## config.mk

```make
export PLATFORM = sky130hd
export DESIGN_NAME = rsu_isqrt
export DESIGN_NICKNAME = d
export VERILOG_FILES = /design/src/rtl/core/running_statistics_update_unit_defines.svh /design/src/rtl/core/rsu_pkg.sv /design/src/rtl/core/rsu_isqrt.sv
export SDC_FILE = /design/constraint.sdc
export NUM_CORES = 1
export LEC_CHECK = 0
export BUFFER_PORTS_ARGS = -buffer_cell sky130_fd_sc_hd__buf_2
export CAP_MARGIN = 0
export CELL_PAD_IN_SITES_DETAIL_PLACEMENT = 1
export CELL_PAD_IN_SITES_GLOBAL_PLACEMENT = 2
export CORE_MARGIN = 3
export CORE_UTILIZATION = 33
export DETAILED_ROUTE_END_ITERATION = 12
export PLACE_DENSITY_LB_ADDON = 0.12
export SETUP_SLACK_MARGIN = 0.4
export SLEW_MARGIN = 5
export SYNTH_ARGS = -nofsm -noshare
export SYNTH_HDL_FRONTEND = slang
export SYNTH_SLANG_ARGS = --single-unit
export TNS_END_PERCENT = 30
```

## constraint.sdc

```tcl
create_clock -name clk_i -period 4.4 [get_ports clk_i]
set_input_delay 0.22 -clock clk_i [delete_from_list [all_inputs] [get_ports clk_i]]
set_output_delay 0.22 -clock clk_i [all_outputs]
set_load 0.01 [all_outputs]
```

## src/rtl/core/running_statistics_update_unit_defines.svh

```systemverilog
// Assertion macros for the running statistics update unit.
// No dependencies; included by the RTL files that carry assertions.
`ifndef RUNNING_STATISTICS_UPDATE_UNIT_DEFINES_SVH
`define RUNNING_STATISTICS_UPDATE_UNIT_DEFINES_SVH

// Implication checked on every rising clock edge outside reset.
`define RSU_ASSERT_IMPL(lbl, clk, rst_n, ante, cons, msg) \
  lbl: assert property (@(posedge clk) disable iff (!rst_n) (ante) |-> (cons)) \
    else $error(msg);

// Next-cycle implication.
`define RSU_ASSERT_NEXT(lbl, clk, rst_n, ante, cons, msg) \
  lbl: assert property (@(posedge clk) disable iff (!rst_n) (ante) |=> (cons)) \
    else $error(msg);

`endif

```

## src/rtl/core/rsu_pkg.sv

```systemverilog
// Shared types and constants for the running statistics update unit.
// No dependencies.
`timescale 1ns / 1ps

package rsu_pkg;

  localparam int unsigned DIGIT_W = 32;

  typedef enum logic [1:0] {
    REG_SEED_COUNT     = 2'd0,
    REG_SEED_MEAN      = 2'd1,
    REG_SEED_HARMONIC  = 2'd2,
    REG_SEED_DEVIATION = 2'd3
  } rsu_reg_e;

  typedef struct packed {
    logic busy;
    logic done;
  } rsu_stat_t;

endpackage

```

## src/rtl/core/rsu_isqrt.sv

```systemverilog
// Digit-by-digit integer square root, one root bit per cycle.
// Depends on rsu_pkg.
`timescale 1ns / 1ps

module rsu_isqrt #(
  parameter int unsigned VW = 98
) (
  input  logic               clk_i,
  input  logic               rst_ni,
  input  logic               start_i,
  input  logic [VW-1:0]      val_i,
  output logic [(VW+1)/2-1:0] root_o,
  output rsu_pkg::rsu_stat_t stat_o
);

  localparam int unsigned SW = (VW + 1) / 2;
  localparam int unsigned CW = $clog2(SW + 1);

  logic [2*SW-1:0] v_q, v_d;
  logic [SW:0]     rem_q, rem_d;
  logic [SW-1:0]   root_q, root_d;
  logic [CW-1:0]   cnt_q, cnt_d;
  logic            done_q, done_d;
  logic [SW+2:0]   rem_sh, trial, rem_sub;
  logic            ge;

  always_comb begin
    rem_sh  = {rem_q, v_q[2*SW-1:2*SW-2]};
    trial   = {1'b0, root_q, 2'b01};
    rem_sub = rem_sh - trial;
    ge      = rem_sh >= trial;
    v_d     = v_q;
    rem_d   = rem_q;
    root_d  = root_q;
    cnt_d   = cnt_q;
    done_d  = 1'b0;
    if (start_i) begin
      v_d    = (2*SW)'(val_i);
      rem_d  = '0;
      root_d = '0;
      cnt_d  = CW'(SW);
    end else if (cnt_q != '0) begin
      v_d    = {v_q[2*SW-3:0], 2'b00};
      rem_d  = ge ? rem_sub[SW:0] : rem_sh[SW:0];
      root_d = {root_q[SW-2:0], ge};
      cnt_d  = cnt_q - 1'b1;
      done_d = (cnt_q == CW'(1));
    end
  end

  always_ff @(posedge clk_i or negedge rst_ni) begin
    if (!rst_ni) begin
      cnt_q  <= '0;
      done_q <= 1'b0;
    end else begin
      cnt_q  <= cnt_d;
      done_q <= done_d;
    end
  end

  always_ff @(posedge clk_i) begin
    v_q    <= v_d;
    rem_q  <= rem_d;
    root_q <= root_d;
  end

  assign root_o      = root_q;
  assign stat_o.busy = (cnt_q != '0);
  assign stat_o.done = done_q;

endmodule

```

==> metrics.yaml <==
drive_gt1_frac: 0.223
cap_violations: 0
fp-row-count: 67
fin_skew_ns: 0.0124
synth_warnings: 0
die_y_um: 193
fill_cells: 3900
multi_input_area_um2: 5830
drc: 0
clock_path_buffers: 3
slew_headroom: 0.325
post_drt_wl_per_cell_um: 17.6
grtUsageTotal: 0.179
nNetsFinal: 1570
cts_tree: "built"
max_stage_delay_ns: 0.47
ys_ff_latch: 204
dieArea_um2: 37100
crit_start: "root_o[18]"
clock-sinks: 204
dr.pass1.iters: 4
die_w_um: 193
arrival_ns: 4.06
rr_endpoint: "rem_q[35]"
crit_chain: "inv_1 > ha_1 > nand4_1 > nor4_4 > nand3_1 > a21oi_1 > nor3b_1 > or4_1 > o211ai_4 > buf_6 > buf_6 > nor3_1 > a2111oi_0"
post-cts-setup-buffers: 0
cellLeakagePower_uw: 0.00592
p_per_area_nw_per_um2: 639
initial_core_util: 0.338
antenna_found_initial: 0
synth_ff_type: "dfxtp_1"
m1WireLength_um: 15500
cts_buffers: 26
stdcell_area_um2: 14400
clk_pin_slew_ns: 0.06
routed_wl_um: 33200
ir_drop_mv: 0.345
critPathKind: "reg -> reg"
syn_inst: 1208
required_ns: 4.82
grt_pass1_wl_um: 54300
fp.coreArea_um2: 34000
grt_setup_unrepaired: "no"
ys_seq_area_frac: 0.444
placed_area_um2: 12600
setup_viol: 0
r2r_cells: 13
clock-root-buffer: "clkbuf_16"
synth.avg_cell_area_um2: 9.50
h-tree-depth: 1
place_hpwl_um: 22100
seq_area_um2: 5100
area_delta_synth_final_pct: 25.7
num_vias: 9517
synth_cell_types: 68
holdCritPathClass: "in -> async"
top_layer_used: "met4"
outcome: "finished, final reports clean"
layout_min_cycle_time_ns: 3.63
tightest_slew_ns: 1.01
grt_pass1_vias: 10000
fmax_ghz: 0.275
finalPower_uw: 9220
ios: 152
synth_area_leaders: "edfxtp_1 (26%), dfxtp_1 (17%), mux2_2 (9.6%)"
port_buffers: 151
slew_violations: 0
clk_latency_ns: 0.56
wl_met2_um: 15500
via_per_inst: 5.05
crit_path_start_kind: "register"
crit_top_cell: "buf_6"
antennaDiodeCount: 0
overflow: 0
synth_edf_count: 98
syn-cell-area_um2: 11500
hold_violations: 0
tns_ns: 0
finalCritPeriodShare: 0.825
grt_max_degree: 81
end_kind: "register"
yosysTopAreaCell: "edfxtp_1"
final_cell_mix: "nand2_1 (172), buf_2 (150), a21oi_1 (110)"
critPathSlowestCell: "or4_1"
route.met3.wl_um: 1580
drt_iter0_drc: 383
postRouteAntennaNets: 0
path_max_fanout: 24
synth_nets: 1362
layout_commonest_cell: "nand2_1"
place_congestion: 0.788
async_flop_share: 0.0343
worstReg2RegStart: "root_o[18]"
crit_end: "rem_q[35]"
yosysTopAreaCellShare: 0.256
r2r_slack_ns: 0.77
[through the flow]
step           std cells   util  hold slack, ns  worst slack [ns]
4_1_cts             1884  0.424          0.0238             0.482
2_1_floorplan       1208      -         -0.0756              1.00
3_5_place_dp        1737  0.371          0.0694             0.511
6_report            1884  0.425          0.0557             0.768
5_1_grt             1884  0.425          0.0528             0.457
3_3_place_gp        1737  0.371          0.0696             0.711
[power by group]
group | leakage [uW] | internal, uW | switching (uW)
clock network | 0.000420 | 1210 | 879
registers | 0.00194 | 2310 | 188
logic | 0.00356 | 1990 | 2650
[cell usage after synthesis, types with 9 or more instances]
| cell | instances |
|---|---|
| edfxtp_1 | 98 |
| nand2_1 | 173 |
| xnor2_1 | 21 |
| o211ai_1 | 11 |
| nand3_1 | 12 |
| and2_1 | 9 |
| a31oi_1 | 11 |
| ha_1 | 53 |
| a211oi_1 | 41 |
| dfxtp_1 | 99 |
| o21bai_1 | 11 |
| mux2i_1 | 14 |
| xor2_1 | 23 |
| mux2_2 | 98 |
| buf_2 | 16 |
| clkbuf_1 | 57 |
| inv_1 | 63 |
| nor2_1 | 78 |
| nor3_1 | 9 |
| a21o_1 | 35 |
| nand4_1 | 19 |
| o21ai_0 | 47 |
| a21oi_1 | 110 |
[worst min-delay path by stage]
stage,from,to,slack [ns],cells past startpoint
global route,rst_ni,cnt_q[4],0.05,2
detailed placement,rst_ni,cnt_q[2],0.07,1
CTS,rst_ni,cnt_q[2],0.02,2
finish,rst_ni,cnt_q[2],0.06,2
global placement,rst_ni,cnt_q[2],0.07,1
floorplan,rst_ni,cnt_q[0],-0.08,0
[cell families (layout without fill, tap and decap cells)]
family                   count (synthesis)  in the layout  synth area share
AO/OA/AOI/OAI                          314            314             0.176
XOR/XNOR                                44             44            0.0336
adder cells (fa/ha/maj)                 53             53            0.0578
buffers and inverters                  144            372            0.0506
flip-flops                             204            204             0.444
multiplexers                           112            112             0.108
AND/OR/NAND/NOR                        337            337             0.129
[area by class of cell]
type                    instances  share of cell area
clock buffers                  32              0.0494
repair buffers                259               0.128
well taps                     448              0.0388
clock inverters                16             0.00884
flip-flops and latches        204               0.353
multi-input cells             860               0.404
inverters                      65              0.0171
[critical path, delay by kind of cell, from the launching register on]
kind / cells / cell delay, ns
fa+ha+maj: 1 / 0.43
simple gates: 6 / 1.50
buf+inv: 3 / 0.54
flops: 1 / 0.37
compound gates: 3 / 0.67
[repair_timing]
action                                  4_1_cts  5_1_grt
endpoints found under the setup margin        0       14
resized for setup                             0        4
endpoints found under the hold margin       105        0
hold buffers                                 99        0
[sequential cells by signal, summed over array words and instances (netlist names)]
register and flops:
cnt_q 6, done_q 1, rem_q 50, root_o 49, v_q 98
[per-layer routing]
metal / track usage / vias up
li1: - / 4742
met5: 0 / -
met4: 0.0350 / 0
met3: 0.0378 / 31
met2: 0.298 / 159
met1: 0.240 / 4585
Note: power is estimated with default switching activity, not from simulation.
