==> src/rtl/core/running_statistics_update_unit_defines.svh <==
// Assertion macros for the running statistics update unit.
// No dependencies; included by the RTL files that carry assertions.
`ifndef RUNNING_STATISTICS_UPDATE_UNIT_DEFINES_SVH
`define RUNNING_STATISTICS_UPDATE_UNIT_DEFINES_SVH

// Implication checked on every rising clock edge outside reset.
`define RSU_ASSERT_IMPL(lbl, clk, rst_n, ante, cons, msg) \
  lbl: assert property (@(posedge clk) disable iff (!rst_n) (ante) |-> (cons)) \
    else $error(msg);

// Next-cycle implication.
`define RSU_ASSERT_NEXT(lbl, clk, rst_n, ante, cons, msg) \
  lbl: assert property (@(posedge clk) disable iff (!rst_n) (ante) |=> (cons)) \
    else $error(msg);

`endif

==> src/rtl/core/rsu_pkg.sv <==
// Shared types and constants for the running statistics update unit.
// No dependencies.
`timescale 1ns / 1ps

package rsu_pkg;

  localparam int unsigned DIGIT_W = 32;

  typedef enum logic [1:0] {
    REG_SEED_COUNT     = 2'd0,
    REG_SEED_MEAN      = 2'd1,
    REG_SEED_HARMONIC  = 2'd2,
    REG_SEED_DEVIATION = 2'd3
  } rsu_reg_e;

  typedef struct packed {
    logic busy;
    logic done;
  } rsu_stat_t;

endpackage

==> src/rtl/core/rsu_div.sv <==
// Restoring radix-2 divider, one quotient bit per cycle.
// Depends on rsu_pkg.
`timescale 1ns / 1ps

module rsu_div #(
  parameter int unsigned NW = 98,
  parameter int unsigned DW = 65
) (
  input  logic              clk_i,
  input  logic              rst_ni,
  input  logic              start_i,
  input  logic [NW-1:0]     num_i,
  input  logic [DW-1:0]     den_i,
  output logic [NW-1:0]     quot_o,
  output rsu_pkg::rsu_stat_t stat_o
);

  localparam int unsigned CW = $clog2(NW + 1);

  logic [NW-1:0] q_q, q_d;
  logic [DW-1:0] rem_q, rem_d, den_q, den_d;
  logic [CW-1:0] cnt_q, cnt_d;
  logic          done_q, done_d;
  logic [DW:0]   rem_sh, rem_sub;
  logic          ge;

  always_comb begin
    rem_sh  = {rem_q, q_q[NW-1]};
    rem_sub = rem_sh - {1'b0, den_q};
    ge      = rem_sh >= {1'b0, den_q};
    q_d     = q_q;
    rem_d   = rem_q;
    den_d   = den_q;
    cnt_d   = cnt_q;
    done_d  = 1'b0;
    if (start_i) begin
      q_d   = num_i;
      rem_d = '0;
      den_d = den_i;
      cnt_d = CW'(NW);
    end else if (cnt_q != '0) begin
      q_d    = {q_q[NW-2:0], ge};
      rem_d  = ge ? rem_sub[DW-1:0] : rem_sh[DW-1:0];
      cnt_d  = cnt_q - 1'b1;
      done_d = (cnt_q == CW'(1));
    end
  end

  always_ff @(posedge clk_i or negedge rst_ni) begin
    if (!rst_ni) begin
      cnt_q  <= '0;
      done_q <= 1'b0;
    end else begin
      cnt_q  <= cnt_d;
      done_q <= done_d;
    end
  end

  always_ff @(posedge clk_i) begin
    q_q   <= q_d;
    rem_q <= rem_d;
    den_q <= den_d;
  end

  assign quot_o      = q_q;
  assign stat_o.busy = (cnt_q != '0);
  assign stat_o.done = done_q;

endmodule

==> config.mk <==
export PLATFORM = sky130hd
export DESIGN_NAME = rsu_div
export DESIGN_NICKNAME = d
export VERILOG_FILES = /design/src/rtl/core/running_statistics_update_unit_defines.svh /design/src/rtl/core/rsu_pkg.sv /design/src/rtl/core/rsu_div.sv
export SDC_FILE = /design/constraint.sdc
export NUM_CORES = 1
export LEC_CHECK = 0
export BUFFER_PORTS_ARGS = -buffer_cell sky130_fd_sc_hd__buf_2
export CORE_MARGIN = 2
export CORE_UTILIZATION = 51
export CTS_CLUSTER_SIZE = 40
export DETAILED_ROUTE_END_ITERATION = 10
export HOLD_SLACK_MARGIN = 0.1
export PLACE_DENSITY = 0.78
export REMOVE_ABC_BUFFERS = 1
export SYNTH_ARGS = -nofsm -noshare
export SYNTH_HDL_FRONTEND = slang
export SYNTH_SLANG_ARGS = --single-unit
==> constraint.sdc <==
create_clock -name clk_i -period 3.66 [get_ports clk_i]
set_input_delay 0.366 -clock clk_i [delete_from_list [all_inputs] [get_ports clk_i]]
set_output_delay 0.366 -clock clk_i [all_outputs]
set_load 0.005 [all_outputs]
==> results of run 1 <==
[metrics by stage]
step	setup TNS (ps)	utilization	setup WS [ps]	instances	hold WS, ps
after floorplan	-421680	-	-3390	1237	70.4
after global placement	0	0.579	236	1848	219
after detailed placement	0	0.579	88.7	1848	217
after CTS	0	0.642	54.5	1981	100
after global routing	-46.2	0.644	-46.2	1986	102
final	0	0.644	198	1986	113
[state kept, by name (all words and copies together) (netlist names)]
register,cells
den_q,65
quot_o,98
done_q,1
cnt_q,7
rem_q,65
[routing by layer]
layer  share of wire  vias up  global-route usage
met1            0.39     5352               0.305
li1                -     5416                   -
met2            0.49      468               0.434
met3           0.077       97              0.0565
met4           0.045        4               0.111
met5         0.00074        -                   0
[Yosys cell counts, drive strengths merged, types with 5 or more instances]
| master | n | share of area |
|---|---|---|
| dfxtp | 65 | 0.097 |
| o21a | 7 | 0.0039 |
| a21o | 20 | 0.011 |
| o21bai | 16 | 0.0092 |
| o211ai | 16 | 0.0090 |
| o31ai | 10 | 0.0070 |
| nor3 | 41 | 0.016 |
| and2 | 6 | 0.0028 |
| o21ai | 78 | 0.029 |
| and3 | 6 | 0.0028 |
| nand2b | 9 | 0.0042 |
| mux2i | 9 | 0.0067 |
| a211oi | 41 | 0.024 |
| nor4 | 8 | 0.0037 |
| nand3 | 18 | 0.0067 |
| a221oi | 5 | 0.0037 |
| nand4 | 21 | 0.0098 |
| ha | 67 | 0.062 |
| dfrtp | 8 | 0.015 |
| nand2 | 72 | 0.020 |
| xnor2 | 39 | 0.025 |
| a31oi | 7 | 0.0037 |
| clkbuf | 44 | 0.012 |
| inv | 95 | 0.027 |
| xor2 | 26 | 0.017 |
| a21oi | 90 | 0.035 |
| o31a | 5 | 0.0033 |
| edfxtp | 163 | 0.36 |
| mux2 | 97 | 0.081 |
| buf | 27 | 0.011 |
| nor2 | 141 | 0.039 |
[cells in the final DEF, fill, tap and decap left out, types with 9 or more instances in the layout]
master	n
buf_2	264
edfxtp_1	163
nor2_1	141
mux2_2	97
inv_1	94
dlygate4sd3_1	86
a21oi_1	85
nand2_1	72
o21ai_0	70
ha_1	67
dfxtp_1	65
nor3_1	39
xnor2_1	39
a211oi_1	38
clkbuf_16	27
xor2_1	26
nand4_1	21
a21o_1	20
nand3_1	18
o211ai_1	16
o21bai_1	15
clkinv_1	10
buf_4	10
mux2i_1	9
nand2b_1	9
[what timing repair did]
item / 4_1_cts / 5_1_grt
hold endpoints to repair: 93 / 0
gates resized for setup: 0 / 4
hold buffers: 86 / 0
buffers inserted: 0 / 2
setup endpoints to repair: 0 / 21
[critical path, stage by stage, from the launching register on]
cell	delay, ps
edfxtp_1	420
inv_1	80
ha_1	160
inv_1	60
fa_1	420
a21oi_2	230
o221ai_4	180
a21oi_2	160
o32ai_1	140
o31a_1	320
a21oi_2	200
o21ai_1	110
a211oi_2	330
o21ai_0	150
xnor2_1	140
o31a_1	230
[worst max-delay path by stage]
| stage | start | slack, ps | endpoint | cells past startpoint |
|---|---|---|---|---|
| 2_1_floorplan | quot_o[97] | -3390 | rem_q[35] | 13 |
| 3_3_place_gp | quot_o[97] | 240 | rem_q[64] | 15 |
| 3_5_place_dp | quot_o[97] | 90 | rem_q[64] | 15 |
| 4_1_cts | quot_o[97] | 50 | rem_q[64] | 15 |
| 5_1_grt | quot_o[97] | -50 | rem_q[64] | 15 |
| 6_report | quot_o[97] | 200 | rem_q[64] | 15 |
[cell type report]
type                       count  area share
clock buffer                  33      0.0406
tap                          335      0.0251
inverter                      96      0.0217
sequential                   236       0.383
multi-input combinational    905       0.382
clock inverter                14     0.00667
timing repair buffer         365       0.141
antenna                        2    0.000300
[power by group]
group          total (W)  leakage [nW]  switching [W]  internal, W
sequential       0.00316          2.30      0.0000957      0.00306
combinational   0.000876          4.43       0.000447     0.000429
clock            0.00245         0.378        0.00107      0.00138
[logic make-up (layout without fill, tap and decap cells)]
group                    after synthesis  count (layout)  synth area share
AND/OR/NAND/NOR                      339             339             0.115
AO/OA/AOI/OAI                        327             327             0.163
flip-flops                           236             236             0.477
buffers and inverters                167             508            0.0502
multiplexers                         106             106            0.0881
adder cells (fa/ha/maj)               68              68            0.0640
XOR/XNOR                              65              65            0.0424
other                                  0               2                 0
==> results.ini, run 1 <==
[clocking]
cts_made_buffers=26
clk_path_buf_depth=3
cts_tree=done
path_clk_slew_ps=60
cts-root-buf=clkbuf_16
clk_latency_ps=560
h-tree-depth=1
cts_num_sinks=236

[layout]
n_fill_cell=2033
drive_gt1_frac=0.261
seqCellArea_um2=6400
layout.nets=1864
fin_area_um2=16700
syn2layout_area_growth_pct=24.4
multi_input_area_um2=6370

[grt]
gr-usage-all-layers=0.253
grt_pass1_wl_um=57200
antenna_found_initial=4
grt_pass1_vias=11200
grt_max_degree=145
grt-ovfl-total=0

[yosys]
synth-main-ff-cell=edfxtp_1
synth_edf_count=163
yosys.cell_types.count=73
ys_ff_latch=236
synth_async_sr_flop_share=0.0339
syn_avg_cell_area_um2=10.3
ys_seq_area_frac=0.477
netlist_instances=1308
ys_warn_count=0
syn_area_um2=13400

[floorplan]
io-pin-count=266
placementRows=59
die_y_um=166
dieArea_um2=27600
coreArea_um2=25900
fp.dieW_um=166
initial_core_util=0.518

[power_and_ir_drop]
irDropWorstVdd_mv=0.395
total_power_w=0.00648
powerDensity_nw_per_um2=388
power_leakage_nw=7.11

[critical_path]
crit_type=flip-flop to flip-flop
worstPathMaxFanout=4
rr_worst_depth=15
worst_ep_required_time_ps=4100
reg2reg_slack_ps=200
r2r_start=quot_o[97]
worst_setup_path_start_kind=flip-flop
cp.arrival_ps=3900
cp-end-kind=flip-flop
rr_endpoint=rem_q[64]

[route]
drt-pass1-iter-count=6
vias=11300
ant_nets=0
first_iter_violations=756
drt-total-wl_um=36500
wl_per_cell_um=18.4
drc=0
vias_per_cell=5.71

[outcome]
outcome=complete, no violations

[timing]
grt_setup_unrepaired=true
fin_crit_sh=0.946
max_slew_margin=0.421
final-setup-viol-count=0
finalHoldViolCount=0
min_period_ps=3460
fin_skew_ps=20.3
tightest_slew_ps=865
drv_slew=0
maxClockFrequency_ghz=0.289

[min_path]
min-delay-start=num_i[59]
min_to=quot_o[59]
hp-class=primary input to flip-flop
whs_path_depth=2

[placed_design]
port_buffers=265
dp.final_hpwl_um=25000
dpl_cell_area_um2=15000
gp_congestion=0.942

[flow_run]
maxCapViolCount=0

(Power assumes the default switching activity.)
==> run 2, diff against run 1 <==
--- a/config.mk
+++ b/config.mk
@@ -10,6 +10,7 @@
 export CORE_UTILIZATION = 51
 export CTS_CLUSTER_SIZE = 40
 export DETAILED_ROUTE_END_ITERATION = 10
+export GPL_TIMING_DRIVEN = 0
 export HOLD_SLACK_MARGIN = 0.1
 export PLACE_DENSITY = 0.78
 export REMOVE_ABC_BUFFERS = 1
==> run 2 against run 1 <==
Sequential power about the same. Hold slack improved by 3.3 ps. Die area unchanged. Critical path depth unchanged. Largest cell class is now multi-input gates. Final cell count increased by 0.86%. Routed wire length increased by 0.55%. Flip-flop and latch count unchanged. Combinational power about the same. Setup slack got worse by 130 ps. Register-to-register slack got worse by 130 ps. Core utilization increased by 1.6 points.
==> results.ini, run 2 (synthesized netlist as in run 1, its figures left out) <==
[floorplan]
io-pin-count=266  ; unchanged
initial_core_util=0.518  ; unchanged
coreArea_um2=25900  ; unchanged
dieArea_um2=27600  ; unchanged
placementRows=59  ; unchanged
die_y_um=166  ; unchanged
fp.dieW_um=166  ; unchanged

[clocking]
path_clk_slew_ps=70  ; about the same
cts_num_sinks=236  ; unchanged
h-tree-depth=1  ; unchanged
cts_made_buffers=27  ; +3.8%
cts_tree=done
clk_path_buf_depth=3  ; unchanged
clk_latency_ps=550  ; about the same
cts-root-buf=clkbuf_16

[route]
vias=11300  ; -0.37%
drc=0  ; unchanged
drt-total-wl_um=36700  ; +0.55%
wl_per_cell_um=18.3  ; -0.31%
first_iter_violations=801  ; +6.0%
ant_nets=0  ; unchanged
drt-pass1-iter-count=5  ; -1
vias_per_cell=5.64  ; -1.2%

[power_and_ir_drop]
total_power_w=0.00680  ; +4.9%
irDropWorstVdd_mv=0.413  ; +4.6%
powerDensity_nw_per_um2=398  ; +2.4%
power_leakage_nw=7.31  ; +2.9%

[layout]
fin_area_um2=17100  ; +2.4%
final_common_cell=buf_2
final_util=0.660  ; +0.0156
final_cell_mix=buf_2 (264), edfxtp_1 (163), nor2_1 (140)
syn2layout_area_growth_pct=27.4
drive_gt1_frac=0.280  ; +0.0183
largest_reg_flops=98  ; unchanged
layout.nets=1879  ; +0.80%
n_fill_cell=2022  ; -0.54%

[critical_path]
cp-end-kind=flip-flop
cp_common_cell=buf_16
cp.arrival_ps=4060  ; +160 ps
crit_type=flip-flop to flip-flop
crit_path_top_delay_cell=ha_1
worst_setup_path_start_kind=flip-flop
worst_ep_required_time_ps=4130  ; +30 ps
slowest_delay_ps=440  ; +20 ps
cp_cell_sequence=inv_1 -> ha_1 -> nand3_1 -> o221ai_4 -> a21oi_4 -> o31ai_4 -> a41oi_4 -> nor3_4 -> o21ai_4 -> clkbuf_16 -> buf_16 -> buf_16 -> or2_1 -> o211a_1 -> a211oi_2
worstPathMaxFanout=32  ; +28

[timing]
grt_setup_unrepaired=true
fin_crit_sh=0.980  ; +0.0343
tightest_slew_ps=959  ; +94.3 ps
max_slew_margin=0.352  ; -0.0691
maxClockFrequency_ghz=0.279  ; -3.5%
drv_slew=0  ; unchanged
final-setup-viol-count=0  ; unchanged
finalHoldViolCount=0  ; unchanged
worst_slack_ps=72.2  ; -125 ps
fin_skew_ps=12.1  ; -8.24 ps
min_period_ps=3590  ; +125 ps
hold_slack_ps=116  ; +3.34 ps

[grt]
gr-usage-all-layers=0.255  ; +0.00209
grt_pass1_vias=11200  ; +0.28%
grt-ovfl-total=0  ; unchanged
antenna_found_initial=3  ; -1
grt_pass1_wl_um=57900  ; +1.2%
grt_max_degree=78  ; -46%

[flow_run]
maxCapViolCount=0  ; unchanged

[min_path]
hp-class=primary input to flip-flop

[placed_design]
dpl_cell_area_um2=15100  ; +0.54%
port_buffers=265  ; unchanged
gp_congestion=0.907  ; -3.7%
place_ws_ps=-769  ; -858 ps
dp.final_hpwl_um=24900  ; -0.34%

[outcome]
outcome=complete, no violations

-- run 2: cell types whose count changed in the layout (fill, tap and decap cells not counted), sizes merged --
| cell | delta |
|---|---|
| clkbuf | +9 |
| o21ai | +1 |
| buf | +16 |
| clkinv | -8 |
| clkinvlp | +1 |
| dlygate4sd3 | -3 |
| bufinv | +1 |
-- run 2: cell type report --
cell class              count  area [µm²]  area share
well taps                 335         419      0.0245
inverters                  96         364      0.0213
multi-input cells         906        6440       0.377
flip-flops and latches    236        6400       0.374
clock buffers              42         803      0.0470
clock inverters             8         115     0.00673
repair buffers            378        2560       0.150
diodes                      2        5.00    0.000293
-- run 2: final timing paths --
check | cells after the start | slack, ps | from | endpoint
min in group asynchronous | 2 | 200 | rst_ni | cnt_q[6]
worst min register to register | 2 | 500 | rem_q[18] | rem_q[18]
max in group asynchronous | 2 | 3290 | rst_ni | cnt_q[5]
worst min-delay path | 2 | 120 | num_i[29] | quot_o[29]
worst max register to register | 15 | 70 | den_q[4] | rem_q[60]
worst max-delay path | 15 | 70 | den_q[4] | rem_q[60]
-- run 2: report_power, final --
| group | total, W | internal [W] | switching (W) |
|---|---|---|---|
| Sequential | 0.00316 | 0.00306 | 0.0000968 |
| Combinational | 0.000876 | 0.000432 | 0.000444 |
| Clock | 0.00276 | 0.00166 | 0.00111 |
-- run 2: through the flow --
stage / TNS, ps / instances
floorplan: -421680 / 1237
global placement: -1062900 / 1837
detailed placement: -78300 / 1845
CTS: 0 / 1985
global route: -114 / 2003
finish: 0 / 2003
-- run 2: worst max-delay path, delay by kind of cell, from the launching register on --
| kind | cells | cell delay [ps] |
|---|---|---|
| AND/OR/NAND/NOR | 3 | 600 |
| AO/OA/AOI/OAI | 7 | 1520 |
| adder cells (fa/ha/maj) | 1 | 440 |
| flip-flops | 1 | 340 |
| buffers and inverters | 4 | 580 |
-- run 2: routing by layer --
metal	GRT usage	part of all wire
met5	0	0.00035
met4	0.0790	0.032
met3	0.0543	0.071
met2	0.458	0.50
met1	0.305	0.39
-- run 2: repair_timing --
| action | in CTS | in global routing |
|---|---|---|
| resized for setup | 8 | 9 |
| pin swaps | 6 | 11 |
| hold buffers | 83 | 0 |
| endpoints found under the setup margin | 153 | 83 |
| cloned | 1 | 2 |
| endpoints found under the hold margin | 90 | 0 |
| setup buffers | 6 | 14 |
==> run 3, diff against run 2 <==
--- a/config.mk
+++ b/config.mk
@@ -5,9 +5,10 @@
 export SDC_FILE = /design/constraint.sdc
 export NUM_CORES = 1
 export LEC_CHECK = 0
+export ABC_AREA = 1
 export BUFFER_PORTS_ARGS = -buffer_cell sky130_fd_sc_hd__buf_2
 export CORE_MARGIN = 2
-export CORE_UTILIZATION = 51
+export CORE_UTILIZATION = 52
 export CTS_CLUSTER_SIZE = 40
 export DETAILED_ROUTE_END_ITERATION = 10
 export GPL_TIMING_DRIVEN = 0
==> run 3 against run 2 <==
Power up 97%. Final cell count up 55%. Highest routed layer is now met4. Clock-buffer cell count down 1. Fmax up 3.6%. Flip-flop and latch count unchanged. Global-route usage up 8.6 points. Routed wire length up 53%. Sequential power up 17%. Synthesized cell count up 76%. Non-clock buffer count up 42. Via count up 44%. Clock power down 3%. Critical endpoint is now rem_q[38].
==> results.ini, run 3 <==
[critical_path]
cp-end-kind=flip-flop
r2r_start=rem_q[40]
crit_type=flip-flop to flip-flop
cp.arrival_ps=3970  ; -90 ps
reg2reg_slack_ps=200  ; +130 ps
rr_worst_depth=15  ; unchanged
worst_ep_required_time_ps=4170  ; +40 ps
worst_setup_path_start_kind=flip-flop
worstPathMaxFanout=38  ; +19%
rr_endpoint=rem_q[38]

[timing]
tightest_slew_ps=1060  ; +104 ps
grt_setup_unrepaired=false
maxClockFrequency_ghz=0.289  ; +3.6%
final-setup-viol-count=0  ; unchanged
finalHoldViolCount=0  ; unchanged
min_period_ps=3460  ; -126 ps
fin_crit_sh=0.946  ; -0.0345
fin_skew_ps=15.9  ; +3.79 ps
worst_slack_ps=198  ; +126 ps
max_slew_margin=0.290  ; -0.0617
drv_slew=0  ; unchanged
hold_slack_ps=91.5  ; -24.5 ps

[clocking]
h-tree-depth=1  ; unchanged
cts_setup_buffers=0  ; -6
cts_num_sinks=236  ; unchanged
cts-root-buf=clkbuf_16
clk_latency_ps=580  ; +30 ps
cts_tree=done
cts_made_buffers=27  ; unchanged
path_clk_slew_ps=60  ; about the same
clk_path_buf_depth=3  ; unchanged

[route]
vias=16200  ; +44%
vias_per_cell=5.23  ; -7.2%
drt-total-wl_um=56000  ; +53%
first_iter_violations=1168  ; +46%
ant_nets=0  ; unchanged
drc=0  ; unchanged
wl_per_cell_um=18.0  ; -1.4%
drt-pass1-iter-count=7  ; +2

[yosys]
synth_top_family_by_area=simple AND/OR/NAND/NOR gates
yosys.cell_types.count=39  ; -47%
ys_ff_latch=236  ; unchanged
synthMuxAreaShare=0  ; -0.0881
syn_area_um2=15800  ; +18%
yosys.area.top_type=edfxtp_1
synth.most_common_cell=nand2_1
synth_compound_area_frac=0.0445  ; -0.119
ys_warn_count=0  ; unchanged
synth_async_sr_flop_share=0.0339  ; unchanged
synth_top_area_share=0.309  ; -0.0558
synth_adder_area_share=0.0542  ; -0.00979
ys_seq_area_frac=0.404  ; -0.0729
ys_top_cells_by_count=nand2_1 (964), inv_1 (395), nand3_1 (177), edfxtp_1 (163), nor2_1 (112)
netlist_instances=2299  ; +76%
synth_xor_area_frac=0.0177  ; -0.0247
synth_edf_count=163  ; unchanged
synth-simple-area-share=0.357  ; +0.242
synth-main-ff-cell=edfxtp_1
ys_top_cells_by_area=edfxtp_1 (31%), nand2_1 (23%), inv_1 (9.4%)
syn_avg_cell_area_um2=6.89  ; -33%

[floorplan]
fp.dieW_um=179  ; +7.4%
io-pin-count=266  ; unchanged
initial_core_util=0.532  ; +0.0138
coreArea_um2=29800  ; +15%
die_y_um=179  ; +7.4%
dieArea_um2=31900  ; +15%
placementRows=63  ; +6.8%

[min_path]
min-delay-start=num_i[93]
hp-class=primary input to flip-flop
min_to=quot_o[93]
whs_path_depth=3  ; +1

[layout]
final_common_cell=nand2_1
multi_input_area_um2=7560  ; +17%
seqCellArea_um2=6400  ; unchanged
layout.nets=2926  ; +56%
drive_gt1_frac=0.138  ; -0.142
final_cell_mix=nand2_1 (964), inv_1 (393), buf_2 (264)
final_util=0.666  ; +0.00602
n_fill_cell=2456  ; +21%
finalNonFillerCells=3103  ; +55%
largest_reg_flops=98  ; unchanged
syn2layout_area_growth_pct=25.3

[power_and_ir_drop]
powerDensity_nw_per_um2=675  ; +70%
irDropWorstVdd_mv=0.453  ; +9.7%
power_leakage_nw=10.5  ; +44%
total_power_w=0.0134  ; +97%

[placed_design]
port_buffers=265  ; unchanged
placed_cells=2902  ; +57%
place_ws_ps=-363  ; +406 ps
dp.final_hpwl_um=39200  ; +57%
gp_congestion=0.941  ; +3.8%

[flow_run]
maxCapViolCount=0  ; unchanged

[grt]
grt_pass1_vias=15700  ; +40%
grt_pass1_wl_um=83100  ; +44%
antenna_found_initial=1  ; -2
grt_max_degree=121  ; +55%
grt-ovfl-total=0  ; unchanged
gr-usage-all-layers=0.341  ; +0.0865

[outcome]
outcome=complete, no violations

[run 3: cell types whose count changed in the layout (fill, tap and decap cells not counted), sizes merged, moves of 25 or more]
cell / delta
o21ai: -28
xor2: -25
mux2: -97
nand2: +903
nand3: +170
dlygate4sd3: +66
a21oi: -27
inv: +323
a211oi: -41
[run 3: cells by family (layout without fill, tap and decap cells)]
| group | after synthesis | count (layout) |
|---|---|---|
| buffers and inverters | 476 | 887 |
| and+or+nand+nor | 1355 | 1357 |
| adders and majority gates | 68 | 68 |
| xor gates and xnor gates | 32 | 32 |
| AOI/OAI and AO/OA | 132 | 132 |
| DFF | 236 | 236 |
| other | 0 | 1 |
[run 3: worst max path at each step]
| stage | startpoint | endpoint | slack, ps | cells after the start |
|---|---|---|---|---|
| after floorplan | cnt_q[0] | quot_o[0] | -1340 | 7 |
| after global placement | start_i | quot_o[14] | -6200 | 3 |
| after detailed placement | den_q[64] | rem_q[45] | -360 | 11 |
| after CTS | den_q[34] | rem_q[45] | 70 | 13 |
| after global routing | rem_q[40] | rem_q[28] | 60 | 15 |
| final | rem_q[40] | rem_q[38] | 200 | 15 |
[run 3: worst max-delay path, cell delays in order (launching register included)]
cell,delay (ps)
dfxtp_1,330
ha_1,440
nand2_2,160
inv_2,30
a21oi_1,270
nand2_1,120
nand2_1,90
nand2_1,70
nand2_1,80
nand2_1,210
nor2_4,510
buf_12,290
nand2_4,350
nand2_1,200
nand3_1,80
o21ai_1,80
[run 3: area by class of cell]
class | count | share of cell area
Antenna cell | 1 | 0.000126
Clock buffer | 41 | 0.0392
Clock inverter | 8 | 0.00416
Inverter | 418 | 0.0795
Multi-Input combinational cell | 1589 | 0.381
Sequential cell | 236 | 0.322
Tap cell | 390 | 0.0246
Timing Repair Buffer | 420 | 0.149
[run 3: per-stage QoR]
step	TNS, ps	cell area [µm²]
2_1_floorplan	-165720	15500
3_3_place_gp	-1173400	17300
3_5_place_dp	-9340	17400
4_1_cts	0	19800
5_1_grt	0	19800
6_report	0	19800
[run 3: routing by layer]
layer / share of wire / track usage / wire length, µm
met1: 0.41 / 0.426 / 22700
met2: 0.47 / 0.583 / 26100
met3: 0.073 / 0.0462 / 4110
met4: 0.054 / 0.161 / 3040
met5: 0 / 0 / 0
[run 3: repair_timing]
action | 4_1_cts | 5_1_grt
setup endpoints to repair | 64 | 7
gates resized for setup | 2 | 0
hold buffers | 149 | 0
pin swaps | 1 | 0
gates cloned | 1 | 1
endpoints found under the hold margin | 156 | 0
[run 3: where the power goes]
part           internal (W)  total, W  switching (W)
sequential          0.00338   0.00371       0.000327
combinational       0.00239   0.00699        0.00460
clock               0.00154   0.00268        0.00115
total               0.00731    0.0134        0.00608
